File: src/rtl/core/electronic_fuse_controller_assert.svh
// Assertion macros used by the fuse controller RTL.
`ifndef ELECTRONIC_FUSE_CONTROLLER_ASSERT_SVH
`define ELECTRONIC_FUSE_CONTROLLER_ASSERT_SVH

// Same-cycle implication, sampled on i_clk, off during reset.
`define EFC_ASSERT_NOW(lbl, a, b, msg) \
    lbl: assert property (@(posedge i_clk) disable iff (!i_rst_n) (a) |-> (b)) \
        else $error(msg);

// Next-cycle implication, sampled on i_clk, off during reset.
`define EFC_ASSERT_NEXT(lbl, a, b, msg) \
    lbl: assert property (@(posedge i_clk) disable iff (!i_rst_n) (a) |=> (b)) \
        else $error(msg);

`endif

File: src/rtl/core/efc_pkg.sv
// Shared types and constants of the electronic fuse controller.
package efc_pkg;

    localparam int EV_MAX = 5;
    localparam int SLOT_W = $clog2(EV_MAX + 1);

    localparam logic [6:0] CURRENT_LIMIT_RST = 7'd45;
    localparam logic [7:0] GRACE_TICKS_RST   = 8'd3;

    localparam int PADDR_W = 3;

    typedef enum logic {
        REG_CURRENT_LIMIT = 1'b0,
        REG_GRACE_TICKS   = 1'b1
    } t_reg_idx;

    typedef enum logic [2:0] {
        EV_AUTO_OFF    = 3'd0,
        EV_REPORT      = 3'd1,
        EV_BTN_PRESS   = 3'd2,
        EV_FUSE_ON     = 3'd3,
        EV_FUSE_OFF    = 3'd4,
        EV_BTN_RELEASE = 3'd5,
        EV_STATUS_ON   = 3'd6,
        EV_STATUS_OFF  = 3'd7
    } t_event;

    typedef struct packed {
        logic [6:0] current_limit;
        logic [7:0] grace_ticks;
    } t_cfg;

    typedef struct packed {
        logic       sample_valid;
        logic [7:0] adc_high;
        logic       tick;
        logic       button_down;
        logic       status_active;
    } t_poll;

    typedef struct packed {
        t_event code;
        logic   fuse;
    } t_evt;

    typedef struct packed {
        logic [SLOT_W-1:0]      cnt;
        logic [6:0]             current;
        t_evt [EV_MAX-1:0]      ev;
    } t_batch;

endpackage

File: src/rtl/core/efc_regs.sv
// APB configuration registers: trip threshold and grace tick count.
module efc_regs (
    input  logic                         i_clk,
    input  logic                         i_rst_n,
    input  logic                         psel,
    input  logic                         penable,
    input  logic                         pwrite,
    input  logic [efc_pkg::PADDR_W-1:0]  paddr,
    input  logic [31:0]                  pwdata,
    output logic [31:0]                  prdata,
    output logic                         pready,
    output efc_pkg::t_cfg                o_cfg
);
    import efc_pkg::*;

    logic [6:0] r_current_limit;
    logic [7:0] r_grace_ticks;
    logic       wr_en;
    t_reg_idx   idx;

    assign pready = 1'b1;
    assign wr_en  = psel && penable && pwrite;
    assign idx    = t_reg_idx'(paddr[2]);

    always_ff @(posedge i_clk) begin
        if (!i_rst_n) begin
            r_current_limit <= CURRENT_LIMIT_RST;
            r_grace_ticks   <= GRACE_TICKS_RST;
        end else if (wr_en) begin
            case (idx)
                REG_CURRENT_LIMIT: r_current_limit <= pwdata[6:0];
                REG_GRACE_TICKS:   r_grace_ticks   <= pwdata[7:0];
                default: ;
            endcase
        end
    end

    always_comb begin
        case (idx)
            REG_CURRENT_LIMIT: prdata = {25'd0, r_current_limit};
            REG_GRACE_TICKS:   prdata = {24'd0, r_grace_ticks};
            default:           prdata = '0;
        endcase
    end

    assign o_cfg = '{current_limit: r_current_limit, grace_ticks: r_grace_ticks};

endmodule

File: src/rtl/core/efc_eval.sv
// Input register, fuse state and per-poll event batch evaluation.
module efc_eval (
    input  logic            i_clk,
    input  logic            i_rst_n,
    input  logic            i_in_valid,
    output logic            o_in_stall,
    input  efc_pkg::t_poll  i_poll,
    input  efc_pkg::t_cfg   i_cfg,
    input  logic            i_batch_ready,
    output logic            o_batch_load,
    output efc_pkg::t_batch o_batch
);
    import efc_pkg::*;

    logic        r_in_valid;
    t_poll       r_in;
    logic        r_fuse_on;
    logic [7:0]  r_grace_count;
    logic [6:0]  r_current;
    logic        r_button_held;
    logic        r_status_seen;

    logic        n_fuse_on;
    logic [7:0]  n_grace_count;
    logic [6:0]  n_current;
    logic        n_button_held;
    logic        n_status_seen;
    t_batch      n_batch;
    logic [SLOT_W-1:0] k;

    logic fire;
    logic accept;

    always_comb begin
        n_fuse_on     = r_fuse_on;
        n_grace_count = r_grace_count;
        n_button_held = r_button_held;
        n_status_seen = r_status_seen;
        n_current     = r_in.sample_valid ? r_in.adc_high[7:1] : r_current;
        n_batch       = '0;
        k             = '0;

        if (r_in.tick && r_fuse_on) begin
            if (r_grace_count < i_cfg.grace_ticks) begin
                n_grace_count = r_grace_count + 8'd1;
            end else if (n_current > i_cfg.current_limit) begin
                n_fuse_on = 1'b0;
                n_batch.ev[k] = '{code: EV_AUTO_OFF, fuse: n_fuse_on};
                k = k + 1'b1;
            end
            n_batch.ev[k] = '{code: EV_REPORT, fuse: n_fuse_on};
            k = k + 1'b1;
        end

        if (r_in.button_down) begin
            if (!r_button_held) begin
                n_button_held = 1'b1;
                n_batch.ev[k] = '{code: EV_BTN_PRESS, fuse: n_fuse_on};
                k = k + 1'b1;
                if (n_fuse_on) begin
                    n_fuse_on = 1'b0;
                    n_batch.ev[k] = '{code: EV_FUSE_OFF, fuse: 1'b0};
                end else begin
                    n_fuse_on     = 1'b1;
                    n_grace_count = '0;
                    n_batch.ev[k] = '{code: EV_FUSE_ON, fuse: 1'b1};
                end
                k = k + 1'b1;
            end
        end else if (r_button_held) begin
            n_button_held = 1'b0;
            n_batch.ev[k] = '{code: EV_BTN_RELEASE, fuse: n_fuse_on};
            k = k + 1'b1;
        end

        if (r_in.status_active) begin
            if (!r_status_seen) begin
                n_status_seen = 1'b1;
                n_batch.ev[k] = '{code: EV_STATUS_ON, fuse: n_fuse_on};
                k = k + 1'b1;
            end
        end else if (r_status_seen) begin
            n_status_seen = 1'b0;
            n_batch.ev[k] = '{code: EV_STATUS_OFF, fuse: n_fuse_on};
            k = k + 1'b1;
        end

        n_batch.cnt     = k;
        n_batch.current = n_current;
    end

    assign fire         = r_in_valid && ((n_batch.cnt == '0) || i_batch_ready);
    assign o_in_stall   = r_in_valid && !fire;
    assign accept       = i_in_valid && !o_in_stall;
    assign o_batch_load = fire && (n_batch.cnt != '0);
    assign o_batch      = n_batch;

    always_ff @(posedge i_clk) begin
        if (!i_rst_n) begin
            r_in_valid    <= 1'b0;
            r_fuse_on     <= 1'b0;
            r_grace_count <= '0;
            r_current     <= '0;
            r_button_held <= 1'b0;
            r_status_seen <= 1'b0;
        end else begin
            r_in_valid <= accept || (r_in_valid && !fire);
            if (fire) begin
                r_fuse_on     <= n_fuse_on;
                r_grace_count <= n_grace_count;
                r_current     <= n_current;
                r_button_held <= n_button_held;
                r_status_seen <= n_status_seen;
            end
        end
    end

    always_ff @(posedge i_clk) begin
        if (accept) begin
            r_in <= i_poll;
        end
    end

endmodule

File: src/rtl/core/efc_emit.sv
// Result register: holds one event batch and sends its events one per cycle while the output is not stalled.
`include "electronic_fuse_controller_assert.svh"

module efc_emit (
    input  logic            i_clk,
    input  logic            i_rst_n,
    input  logic            i_batch_load,
    input  efc_pkg::t_batch i_batch,
    output logic            o_batch_ready,
    output logic            o_out_valid,
    input  logic            i_out_stall,
    output logic [2:0]      o_event_res,
    output logic [6:0]      o_current_tenths,
    output logic            o_fuse_drive,
    output logic            o_last
);
    import efc_pkg::*;

    logic              r_busy;
    logic [SLOT_W-1:0] r_idx;
    t_batch            r_batch;
    logic              pop;
    logic              is_last;
    t_evt              cur_ev;

    assign is_last = (r_idx == r_batch.cnt - 1'b1);
    assign pop     = r_busy && !i_out_stall;
    assign o_batch_ready = !r_busy || (pop && is_last);

    assign cur_ev           = r_batch.ev[r_idx];
    assign o_out_valid      = r_busy;
    assign o_event_res      = cur_ev.code;
    assign o_fuse_drive     = cur_ev.fuse;
    assign o_current_tenths = r_batch.current;
    assign o_last           = is_last;

    always_ff @(posedge i_clk) begin
        if (!i_rst_n) begin
            r_busy <= 1'b0;
            r_idx  <= '0;
        end else if (i_batch_load) begin
            r_busy <= 1'b1;
            r_idx  <= '0;
        end else if (pop) begin
            if (is_last) begin
                r_busy <= 1'b0;
                r_idx  <= '0;
            end else begin
                r_idx <= r_idx + 1'b1;
            end
        end
    end

    always_ff @(posedge i_clk) begin
        if (i_batch_load) begin
            r_batch <= i_batch;
        end
    end

    `EFC_ASSERT_NOW(a_idx_in_batch, r_busy, (r_batch.cnt != '0) && (r_idx < r_batch.cnt), "event index outside batch")
    `EFC_ASSERT_NEXT(a_mid_batch_stays, pop && !is_last, r_busy && (r_idx == $past(r_idx) + 1'b1), "batch dropped before last event")
    `EFC_ASSERT_NEXT(a_stall_holds, r_busy && i_out_stall, r_busy && $stable(r_idx), "stalled event moved")
    `EFC_ASSERT_NOW(a_no_load_busy, i_batch_load, o_batch_ready, "batch loaded over pending events")

endmodule

File: src/rtl/core/electronic_fuse_controller.sv
// Top level of the electronic fuse controller.
// A poll item passes the input register, then its events the result register, before the first event is offered.
// Throughput: one poll per cycle while not stalled; a poll with events (up to 5) holds the input until the
// result register can take its batch. Event serialization there is what sets the multi-event rate.
// Reset (synchronous, active low): fuse off, counters and levels cleared, registers 45 and 3.
module electronic_fuse_controller (
    input  logic                         i_clk,
    input  logic                         i_rst_n,
    input  logic                         psel,
    input  logic                         penable,
    input  logic                         pwrite,
    input  logic [efc_pkg::PADDR_W-1:0]  paddr,
    input  logic [31:0]                  pwdata,
    output logic [31:0]                  prdata,
    output logic                         pready,
    input  logic                         i_in_valid,
    output logic                         o_in_stall,
    input  logic                         i_sample_valid,
    input  logic [7:0]                   i_adc_high,
    input  logic                         i_tick,
    input  logic                         i_button_down,
    input  logic                         i_status_active,
    output logic                         o_out_valid,
    input  logic                         i_out_stall,
    output logic [2:0]                   o_event_res,
    output logic [6:0]                   o_current_tenths,
    output logic                         o_fuse_drive,
    output logic                         o_last
);
    import efc_pkg::*;

    t_cfg   cfg;
    t_poll  poll;
    t_batch batch;
    logic   batch_load;
    logic   batch_ready;

    assign poll = '{sample_valid:  i_sample_valid,
                    adc_high:      i_adc_high,
                    tick:          i_tick,
                    button_down:   i_button_down,
                    status_active: i_status_active};

    efc_regs u_regs (
        .i_clk   (i_clk),
        .i_rst_n (i_rst_n),
        .psel    (psel),
        .penable (penable),
        .pwrite  (pwrite),
        .paddr   (paddr),
        .pwdata  (pwdata),
        .prdata  (prdata),
        .pready  (pready),
        .o_cfg   (cfg)
    );

    efc_eval u_eval (
        .i_clk         (i_clk),
        .i_rst_n       (i_rst_n),
        .i_in_valid    (i_in_valid),
        .o_in_stall    (o_in_stall),
        .i_poll        (poll),
        .i_cfg         (cfg),
        .i_batch_ready (batch_ready),
        .o_batch_load  (batch_load),
        .o_batch       (batch)
    );

    efc_emit u_emit (
        .i_clk            (i_clk),
        .i_rst_n          (i_rst_n),
        .i_batch_load     (batch_load),
        .i_batch          (batch),
        .o_batch_ready    (batch_ready),
        .o_out_valid      (o_out_valid),
        .i_out_stall      (i_out_stall),
        .o_event_res      (o_event_res),
        .o_current_tenths (o_current_tenths),
        .o_fuse_drive     (o_fuse_drive),
        .o_last           (o_last)
    );

endmodule
File: config.mk
export PLATFORM = sky130hd
export DESIGN_NAME = electronic_fuse_controller
export DESIGN_NICKNAME = d
export VERILOG_FILES = /design/src/rtl/core/efc_pkg.sv /design/src/rtl/core/efc_regs.sv /design/src/rtl/core/efc_eval.sv /design/src/rtl/core/efc_emit.sv /design/src/rtl/core/electronic_fuse_controller.sv
export VERILOG_INCLUDE_DIRS = /design/src /design/src/rtl/core
export SDC_FILE = /design/constraint.sdc
export NUM_CORES = 1
export LEC_CHECK = 0
export BUFFER_PORTS_ARGS = -buffer_cell sky130_fd_sc_hd__buf_2
export CAP_MARGIN = 15
export CORE_UTILIZATION = 50
export DETAILED_ROUTE_END_ITERATION = 16
export PLACE_DENSITY = 0.74
export SKIP_CTS_REPAIR_TIMING = 1
export SLEW_MARGIN = 40
export SYNTH_ARGS = -nofsm -noshare
export SYNTH_HDL_FRONTEND = slang
export SYNTH_SLANG_ARGS = --single-unit
File: constraint.sdc
create_clock -name i_clk -period 8.3 [get_ports i_clk]
set_clock_uncertainty 0.2 [all_clocks]
set_input_delay 1.66 -clock i_clk [delete_from_list [all_inputs] [get_ports i_clk]]
set_output_delay 1.66 -clock i_clk [all_outputs]
set_load 0.03 [all_outputs]
==> impl_metrics.csv, run 1 <==
group,metric,value,unit
floorplanning,die_w,98.8,um
power,p_leak,1.93,nW
job,drv_cap,0,
logic_synthesis,synth_area_leaders,"edfxtp_1 (26%), dfxtp_1 (16%), ha_1 (5.3%)",
logic_synthesis,synthFlopType,"edfxtp_1",
setup_path,max_stage_delay,0.56,ns
run_status,outcome,"completed",
route,drtAntennaViolNets,0,
logic_synthesis,syn_area_per_cell,9.66,um^2
floorplanning,fp-row-count,34,
sta,relSlewSlack,42.1,%
route,drt_iter0_drc,182,
final_layout,areaGrowthSynthToFinish,6.36,%
setup_path,r2r-end,"u_emit.r_batch[17]",
clock_tree,clk_latency,0.36,ns
logic_synthesis,netlist_area,4690,um^2
power,power,882,uW
sta,setup_viol,0,
sta,layout_min_cycle_time,7.88,ns
route,detail_route.vias_per_cell,5.96,
clock_tree,cts_tree,"done",
clock_tree,cts.sinks,79,
sta,fmax,0.127,GHz
route,dr.pass1.iters,5,
power,power_density,177,nW/um^2
setup_path,crit_end,"o_in_stall",
floorplanning,dieArea,9760,um^2
final_layout,regArea,1990,um^2
setup_path,critical_path_depth,20,
floorplanning,dieHeight,98.8,um
setup_path,path_common_cell,"ha_1",
setup_path,critical-path-top-delay-family,"compound AO/OA/AOI/OAI gates",
setup_path,crit_required,6.44,ns
setup_path,crit_arrival,6.02,ns
sta,finalHoldViolations,0,
setup_path,worstSetupStartpointType,"flip-flop",
setup_path,r2r-start,"u_eval.r_in[11]",
clock_tree,clock-root-buffer,"clkbuf_8",
clock_tree,clk_pin_slew_worst_paths,0.08,ns
setup_path,cp-startpoint,"u_eval.r_in[11]",
setup_path,worstPathCellList,"mux2_2 -> ha_1 -> and3_2 -> o211ai_2 -> a21o_2 -> nor2_2 -> nand2_1 -> inv_1 -> ha_1 -> a21oi_1 -> a21o_1 -> inv_1 -> ha_1 -> nor4_1 -> nand3_1 -> o211ai_1 -> a211oi_1 -> o21ai_1 -> nor2_1 -> buf_2",
place,place_congestion,0.898,
clock_tree,numCtsBuffers,9,
route,via_count,3742,
setup_path,cp_num_buf_inv,3,
final_layout,fillers,820,
sta,fin_crit_sh,95.0,%
logic_synthesis,yosysTopAreaCell,"edfxtp_1",
setup_path,reg2regPathDepth,19,
setup_path,reg2reg_slack,1.78,ns
global_routing,grt.total_usage,22.9,%
route,avgRoutedWirePerCell,16.7,um
sta,tightest_slew,0.868,ns
logic_synthesis,yosys_warnings,0,
setup_path,critPathCaptureType,"output port",
logic_synthesis,synth_cells,485,
global_routing,grt_overflow,0,
logic_synthesis,synth-edff-count,41,
sta,report.final.slew_viol_count,0,
setup_path,cp_max_fo,9,
logic_synthesis,yosys_register_bits,79,
sta,setup_tns,0,ns
floorplanning,core_area,8890,um^2
route,finalWirelength,10.5,mm
worst_hold_path,hp-class,"flip-flop to flip-flop",
floorplanning,initial_core_util,52.7,%
route,drc,0,
setup_path,critPathKind,"flip-flop to output port",
final_layout,drive_gt1_share,20.6,%
global_routing,grt_max_degree,28,
global_routing,grt_pass1_wl,17.4,mm
sta,rsz0062_at_grt,"no",
logic_synthesis,ys_seq_area_share,42.5,%
place,port_buffers,48,
place,dp_hpwl,7.67,mm
final_layout,n_antenna_cell,0,
floorplanning,io_pins,101,
logic_synthesis,yosysUniqueCellTypes,77,
setup_path,crit_slowest_cell,"edfxtp_1",
power,ir_drop,86.9,uV
clock_tree,htreeDepth,3,
logic_synthesis,yosysTopAreaCellShare,26.3,%
clock_tree,clk_path_buf_depth,2,
final_layout,multiInputGateArea,2310,um^2
logic_synthesis,synthArstFlopShare,0,%
global_routing,antenna_found_initial,0,
final_layout,final_nets,589,
global_routing,first_global_vias,3569,
[power breakdown]
group / internal, mW / leakage [nW] / total (mW) / switching (mW)
logic: 0.0595 / 1.13 / 0.181 / 0.122
clock network: 0.107 / 0.0862 / 0.250 / 0.143
registers: 0.437 / 0.708 / 0.451 / 0.0141
[flip-flops by register name, indices dropped and copies added, names as in the netlist]
signal,count
u_emit.r_batch,23
u_eval.r_grace_count,8
u_emit.r_idx,3
u_eval.r_status_seen,1
u_eval.r_in,11
u_eval.r_fuse_on,1
u_eval.r_button_held,1
u_eval.r_in_valid,1
u_regs.r_current_limit,7
u_emit.o_current_tenths,7
u_eval.r_current,7
u_regs.r_grace_ticks,8
u_emit.o_out_valid,1
[worst reg2reg max path, stage by stage, from the launching register on]
cell      delay (ns)
edfxtp_1        0.56
mux2_2          0.44
ha_1            0.36
and3_2          0.26
o211ai_2        0.16
a21o_2          0.27
nor2_2          0.34
nand2_1         0.22
inv_1           0.24
ha_1            0.37
a21oi_1         0.24
a21o_1          0.27
inv_1           0.16
ha_1            0.32
nand2b_2        0.16
nand4b_1        0.13
o211ai_1        0.21
a211oi_1        0.37
o211a_2         0.68
buf_4           0.28
[kinds of logic after synthesis]
group / count (synthesis) / synth area share, %
flops: 79 / 42.5
xor+xnor: 11 / 2.22
other cells: 2 / 0.160
mux: 13 / 4.17
compound gates: 123 / 19.7
simple gates: 151 / 15.8
buf+inv: 86 / 10.2
fa+ha+maj: 20 / 5.34
[cells in the final DEF, fill, tap and decap left out, types with 10 or more instances in the layout]
| cell type | n |
|---|---|
| nor3_1 | 22 |
| nand3_1 | 17 |
| conb_1 | 25 |
| a21oi_1 | 34 |
| o22ai_1 | 11 |
| nor2_1 | 17 |
| edfxtp_1 | 41 |
| ha_1 | 20 |
| nand2_1 | 58 |
| xnor2_1 | 10 |
| dfxtp_1 | 38 |
| inv_1 | 30 |
| buf_2 | 48 |
| o21ai_0 | 18 |
[per-layer routing]
layer | GRT usage [%] | share of wire, %
met2 | 38.7 | 49
met1 | 29.4 | 44
met5 | 0 | 0
met3 | 3.76 | 5.5
met4 | 8.73 | 2.0
[worst min-delay path by stage]
stage,startpoint,endpoint,cells after the start
2_1_floorplan,u_regs.r_current_limit[1],u_regs.r_current_limit[1],2
3_3_place_gp,u_regs.r_grace_ticks[7],u_regs.r_grace_ticks[7],2
3_5_place_dp,u_regs.r_current_limit[4],u_regs.r_current_limit[4],2
4_1_cts,u_regs.r_current_limit[4],u_regs.r_current_limit[4],2
5_1_grt,u_regs.r_current_limit[4],u_regs.r_current_limit[4],2
6_report,u_regs.r_current_limit[4],u_regs.r_current_limit[4],2
[metrics by stage]
step / area [um^2] / setup slack (ns) / instances / hold slack [ns] / util [%]
5_1_grt: 4980 / 0.0351 / 628 / 0.294 / 56.1
3_5_place_dp: 4810 / 0.920 / 612 / 0.251 / 54.1
4_1_cts: 4970 / 0.499 / 628 / 0.263 / 55.9
2_1_floorplan: 4770 / 1.57 / 508 / 0.236 / -
6_report: 4980 / 0.417 / 628 / 0.259 / 56.1
3_3_place_gp: 4810 / 1.04 / 612 / 0.244 / 54.1
[area by class of cell]
class / instances / area share (%)
multi-input cells: 343 / 46.4
flip-flops and latches: 79 / 40.0
repair buffers: 51 / 5.27
well taps: 108 / 2.71
clock buffers: 10 / 2.56
inverters: 31 / 2.33
clock inverters: 6 / 0.728
[cells in the mapped netlist (all sizes together), types with 3 or more instances]
cell / instances
nor4: 6
dfxtp: 38
ha: 20
mux2: 9
a22oi: 5
o21ai: 22
a211oi: 3
o22ai: 11
a21o: 6
and3: 4
nand3: 17
nor2: 19
nand2b: 8
buf: 42
clkbuf: 13
o31ai: 4
nor3: 22
a21oi: 34
edfxtp: 41
a2111oi: 3
inv: 30
mux4: 4
o32ai: 3
xnor2: 10
nand4: 3
nand2: 58
o211ai: 8
or4: 3
nand3b: 4
Power figures use the tool's default switching activity.
==> run 2: changes to the inputs <==
--- a/config.mk
+++ b/config.mk
@@ -11,6 +11,7 @@
 export CORE_UTILIZATION = 50
 export DETAILED_ROUTE_END_ITERATION = 16
 export PLACE_DENSITY = 0.74
+export RECOVER_POWER = 100
 export SKIP_CTS_REPAIR_TIMING = 1
 export SLEW_MARGIN = 40
 export SYNTH_ARGS = -nofsm -noshare
==> impl_metrics.csv, run 2 (same netlist as run 1, synthesis figures left out) <==
group,metric,value,unit
sta,fin_crit_sh,93.6,%
place,place_area,4810,um^2
clock_tree,cts_tree,"done",
route,dr.pass1.iters,4,
run_status,outcome,"completed",
setup_path,crit_arrival,5.91,ns
place,port_buffers,48,
global_routing,grt_max_degree,28,
sta,tightest_slew,1.42,ns
sta,setup_viol,0,
final_layout,mostFrequentLayoutCells,"nand2_1 (58), edfxtp_1 (41), dfxtp_1 (38)",
final_layout,final_nets,589,
final_layout,regMostFlops,"u_emit.r_batch",
power,p_leak,1.85,nW
power,power.internal,600,uW
route,highest_layer,"met4",
sta,setup_tns,0,ns
clock_tree,clk_pin_slew_worst_paths,0.08,ns
floorplanning,core_area,8890,um^2
route,detail_route.vias_per_cell,5.88,
setup_path,reg2regPathDepth,19,
route,via_count,3693,
setup_path,critPathKind,"flip-flop to output port",
setup_path,cp-startpoint,"u_eval.r_in[11]",
power,pwr-share-clk,28.8,%
final_layout,areaGrowthSynthToFinish,4.70,%
clock_tree,cts.sinks,79,
sta,layout_min_cycle_time,7.77,ns
route,finalWirelength,10.5,mm
sta,relSlewSlack,4.60,%
sta,fmax,0.129,GHz
setup_path,cp_max_fo,9,
route,drt_iter0_drc,219,
worst_hold_path,hp-class,"flip-flop to flip-flop",
route,dr_wl_met2,5.16,mm
final_layout,regArea,1990,um^2
power,swShare,31.8,%
setup_path,reg2reg_slack,1.51,ns
job,drv_cap,0,
setup_path,r2r-end,"u_emit.r_batch[17]",
power,power,879,uW
route,avgRoutedWirePerCell,16.8,um
clock_tree,clk_path_buf_depth,2,
final_layout,final_cell_area,4910,um^2
setup_path,crit_end,"o_in_stall",
global_routing,grt.total_usage,22.9,%
clock_tree,clock-root-buffer,"clkbuf_8",
sta,report.final.slew_viol_count,0,
final_layout,top_regs,"u_emit.r_batch (23), u_eval.r_in (11)",
power,pwr-share-comb,19.9,%
setup_path,critPathCaptureType,"output port",
sta,worst_slack,0.527,ns
power,power_density,179,nW/um^2
place,dp_hpwl,7.67,mm
global_routing,grt_overflow,0,
floorplanning,die_w,98.8,um
clock_tree,htreeDepth,3,
clock_tree,clk_latency,0.36,ns
floorplanning,dieHeight,98.8,um
global_routing,grt_pass1_wl,17.4,mm
final_layout,fillers,841,
sta,finalHoldViolations,0,
power,netSwitchingPower,279,uW
final_layout,drive_gt1_share,13.3,%
final_layout,largest_reg_flops,23,
power,seqPwrFrac,51.3,%
floorplanning,fp-row-count,34,
place,place_worst_setup_slack,0.920,ns
floorplanning,dieArea,9760,um^2
floorplanning,initial_core_util,52.7,%
setup_path,worstSetupStartpointType,"flip-flop",
setup_path,r2r-start,"u_eval.r_in[11]",
floorplanning,io_pins,101,
clock_tree,numCtsBuffers,9,
place,place_congestion,0.898,
final_layout,n_antenna_cell,0,
final_layout,multiInputGateArea,2270,um^2
final_layout,final_common_cell,"nand2_1",
power,ir_drop,88.2,uV
route,wl_met1,4.62,mm
global_routing,first_global_vias,3569,
route,drtAntennaViolNets,0,
route,drc,0,
sta,rsz0062_at_grt,"no",
route,wl_met3,553,um
global_routing,antenna_found_initial,0,
setup_path,crit_required,6.44,ns
[run 2: stage by stage]
step	hold slack, ns	util [%]	std cells
4_1_cts	0.263	55.9	628
6_report	0.257	55.2	628
2_1_floorplan	0.236	-	508
3_5_place_dp	0.251	54.1	612
3_3_place_gp	0.244	54.1	612
5_1_grt	0.294	55.2	628
[run 2: cell type report]
class                           count  share of cell area [%]
Multi-Input combinational cell    343                    46.3
Sequential cell                    79                    40.6
Timing Repair Buffer               51                    4.62
Tap cell                          108                    2.75
Clock buffer                       10                    2.60
Inverter                           31                    2.37
Clock inverter                      6                   0.740
[run 2: worst min path at each step]
stage | startpoint | endpoint | slack [ns] | cells past startpoint
global placement | u_regs.r_grace_ticks[7] | u_regs.r_grace_ticks[7] | 0.24 | 2
detailed placement | u_regs.r_current_limit[4] | u_regs.r_current_limit[4] | 0.25 | 2
finish | u_regs.r_current_limit[4] | u_regs.r_current_limit[4] | 0.26 | 2
global route | u_regs.r_current_limit[4] | u_regs.r_current_limit[4] | 0.29 | 2
floorplan | u_regs.r_current_limit[1] | u_regs.r_current_limit[1] | 0.24 | 2
CTS | u_regs.r_current_limit[4] | u_regs.r_current_limit[4] | 0.26 | 2
[run 2: metal layers]
| layer | global-route usage, % | vias up |
|---|---|---|
| li1 | - | 1782 |
| met1 | 29.4 | 1754 |
| met2 | 38.7 | 139 |
| met3 | 3.76 | 18 |
| met4 | 8.73 | 0 |
| met5 | 0 | - |
[run 2: power by group through the flow]
stage	Combinational, mW	Sequential [mW]	Clock (mW)
finish	0.175	0.451	0.253
global route	0.192	0.454	0.269
CTS	0.180	0.451	0.254
detailed placement	0.179	0.460	0
global placement	0.173	0.459	0
floorplan	0.153	0.454	0
[run 2: worst max-delay path, cell delays in order, from the launching register on]
cell,delay (ns)
edfxtp_1,0.56
mux2_2,0.44
ha_1,0.34
and3_2,0.26
and3_1,0.22
a21o_2,0.25
nor2_2,0.32
nand2_1,0.20
inv_1,0.23
ha_1,0.36
a21oi_1,0.24
a21o_1,0.26
inv_1,0.16
ha_1,0.33
nand2b_2,0.21
a2111oi_0,0.27
mux2_1,0.27
a211oi_1,0.09
o21ai_1,0.27
nor2_1,0.07
clkbuf_2,0.21
==> run 3: changes to the inputs <==
--- a/config.mk
+++ b/config.mk
@@ -9,6 +9,7 @@
 export BUFFER_PORTS_ARGS = -buffer_cell sky130_fd_sc_hd__buf_2
 export CAP_MARGIN = 15
 export CORE_UTILIZATION = 50
+export CTS_BUF_LIST = sky130_fd_sc_hd__clkbuf_8
 export DETAILED_ROUTE_END_ITERATION = 16
 export PLACE_DENSITY = 0.74
 export RECOVER_POWER = 100
==> constraint.sdc (replaced) <==
create_clock -name i_clk -period 9.3 [get_ports i_clk]
set_clock_uncertainty 0.2 [all_clocks]
set_input_delay 1.86 -clock i_clk [delete_from_list [all_inputs] [get_ports i_clk]]
set_output_delay 1.86 -clock i_clk [all_outputs]
set_load 0.03 [all_outputs]
==> impl_metrics.csv, run 3 (same netlist as run 1, synthesis figures left out) <==
group,metric,value,unit
run_status,outcome,"finished with violations",
power,power,805,uW
clock_tree,cts.sinks,79,
clock_tree,cts_tree,"done",
clock_tree,htreeDepth,3,
route,avgRoutedWirePerCell,16.8,um
sta,layout_min_cycle_time,8.35,ns
final_layout,fillers,798,
sta,fin_crit_sh,89.8,%
floorplanning,dieArea,9760,um^2
place,place_congestion,0.905,
final_layout,final_common_cell,"nand2_1",
final_layout,top_regs,"u_emit.r_batch (23), u_eval.r_in (11)",
sta,fmax,0.120,GHz
global_routing,antenna_found_initial,0,
sta,rsz0062_at_grt,"no",
sta,worst_slack,0.949,ns
setup_path,worstSetupStartpointType,"flip-flop",
final_layout,final_nets,590,
setup_path,path_common_cell,"ha_1",
global_routing,grt_overflow,0,
floorplanning,fp-row-count,34,
clock_tree,clock-root-buffer,"clkbuf_8",
power,swShare,30.4,%
place,place_worst_setup_slack,1.75,ns
sta,tightest_slew,1.55,ns
route,drt_iter0_drc,330,
setup_path,cp_num_buf_inv,3,
global_routing,grt_max_degree,30,
clock_tree,clk_latency,0.36,ns
final_layout,n_antenna_cell,0,
floorplanning,initial_core_util,52.7,%
clock_tree,clk_pin_slew_worst_paths,0.08,ns
setup_path,max_stage_delay,0.58,ns
sta,setup_tns,0,ns
power,p_leak,1.86,nW
clock_tree,numCtsBuffers,9,
clock_tree,clk_path_buf_depth,2,
setup_path,crit_slowest_cell,"edfxtp_1",
route,finalWirelength,10.5,mm
floorplanning,dieHeight,98.8,um
setup_path,worstPathCellList,"mux2_1 -> ha_1 -> and3_2 -> a221oi_1 -> a21o_2 -> nor2_1 -> nand2_1 -> inv_1 -> ha_1 -> a21oi_1 -> a21o_1 -> inv_1 -> ha_1 -> nand2b_2 -> a2111oi_0 -> mux2_1 -> a211oi_1 -> o21ai_0 -> nor2_1 -> clkbuf_1",
sta,relSlewSlack,-3.40,%
final_layout,areaGrowthSynthToFinish,5.13,%
worst_hold_path,hp-class,"flip-flop to flip-flop",
power,ir_drop,86.2,uV
final_layout,mostFrequentLayoutCells,"nand2_1 (58), edfxtp_1 (41), dfxtp_1 (38)",
route,dr.pass1.iters,5,
final_layout,largest_reg_flops,23,
place,port_buffers,48,
setup_path,cp_max_fo,9,
setup_path,critical-path-top-delay-family,"compound AO/OA/AOI/OAI gates",
power,power_density,163,nW/um^2
route,detail_route.vias_per_cell,5.96,
global_routing,first_global_vias,3598,
floorplanning,core_area,8890,um^2
sta,setup_viol,0,
global_routing,grt_pass1_wl,17.2,mm
power,seqPwrFrac,50.0,%
global_routing,grt.total_usage,22.7,%
route,drc,0,
power,pwr-share-comb,19.2,%
floorplanning,io_pins,101,
power,netSwitchingPower,245,uW
setup_path,critPathKind,"flip-flop to output port",
sta,finalHoldViolations,0,
place,dp_hpwl,7.67,mm
route,drtAntennaViolNets,0,
run_status,violations,"max-capacitance violations, max-slew violations",
job,drv_cap,1,
setup_path,crit_arrival,6.29,ns
route,via_count,3749,
power,pwr-share-clk,30.8,%
final_layout,drive_gt1_share,12.7,%
power,power.internal,561,uW
setup_path,critPathCaptureType,"output port",
sta,report.final.slew_viol_count,30,
floorplanning,die_w,98.8,um
setup_path,crit_required,7.24,ns
final_layout,regMostFlops,"u_emit.r_batch",
## run 3: worst reg2reg max path, delay by kind of cell (launching register included)
family,cells,cell delay (ns)
compound gates,7,1.57
flops,1,0.58
buf+inv,3,1.53
simple gates,4,1.12
mux,2,0.84
fa+ha+maj,3,1.01
## run 3: power by group through the flow
stage                     Combinational (mW)  Clock (mW)  Sequential [mW]
after floorplan                        0.137           0            0.405
final                                  0.155       0.248            0.403
after global placement                 0.155           0            0.409
after global routing                   0.169       0.266            0.405
after detailed placement               0.160           0            0.411
after CTS                              0.160       0.251            0.402
## run 3: cell type report
cell class / instances / area [um^2] / share of cell area [%]
Multi-Input combinational cell: 343 / 2260 / 45.9
Sequential cell: 79 / 1990 / 40.4
Timing Repair Buffer: 52 / 231 / 4.70
Tap cell: 108 / 135 / 2.74
Clock buffer: 9 / 124 / 2.51
Inverter: 31 / 116 / 2.36
Clock inverter: 7 / 63.8 / 1.30
## run 3: final timing paths
kind,from,endpoint,slack [ns],cells after the start
worst max-delay path,u_eval.r_in[11],o_in_stall,0.95,20
worst max register to register,u_eval.r_in[11],u_emit.r_batch[14],2.03,19
worst min-delay path,u_regs.r_grace_ticks[7],u_regs.r_grace_ticks[7],0.26,2
worst min register to register,u_regs.r_grace_ticks[7],u_regs.r_grace_ticks[7],0.26,2
## run 3: stage by stage
stage,cell area [um^2],util [%],hold WS [ns],std cells
floorplan,4770,-,0.236,508
global placement,4810,54.1,0.244,612
detailed placement,4810,54.1,0.256,612
CTS,5000,56.2,0.269,628
global route,4930,55.4,0.286,629
finish,4930,55.4,0.263,629
## run 3: routing by layer
layer / part of all wire (%) / vias up / wire (um) / global-route usage [%]
met5: 0 / - / 0 / 0
met1: 43 / 1778 / 4530 / 28.4
li1: - / 1786 / - / -
met4: 1.8 / 0 / 195 / 9.07
met2: 50 / 163 / 5230 / 39.1
met3: 5.5 / 22 / 584 / 3.83
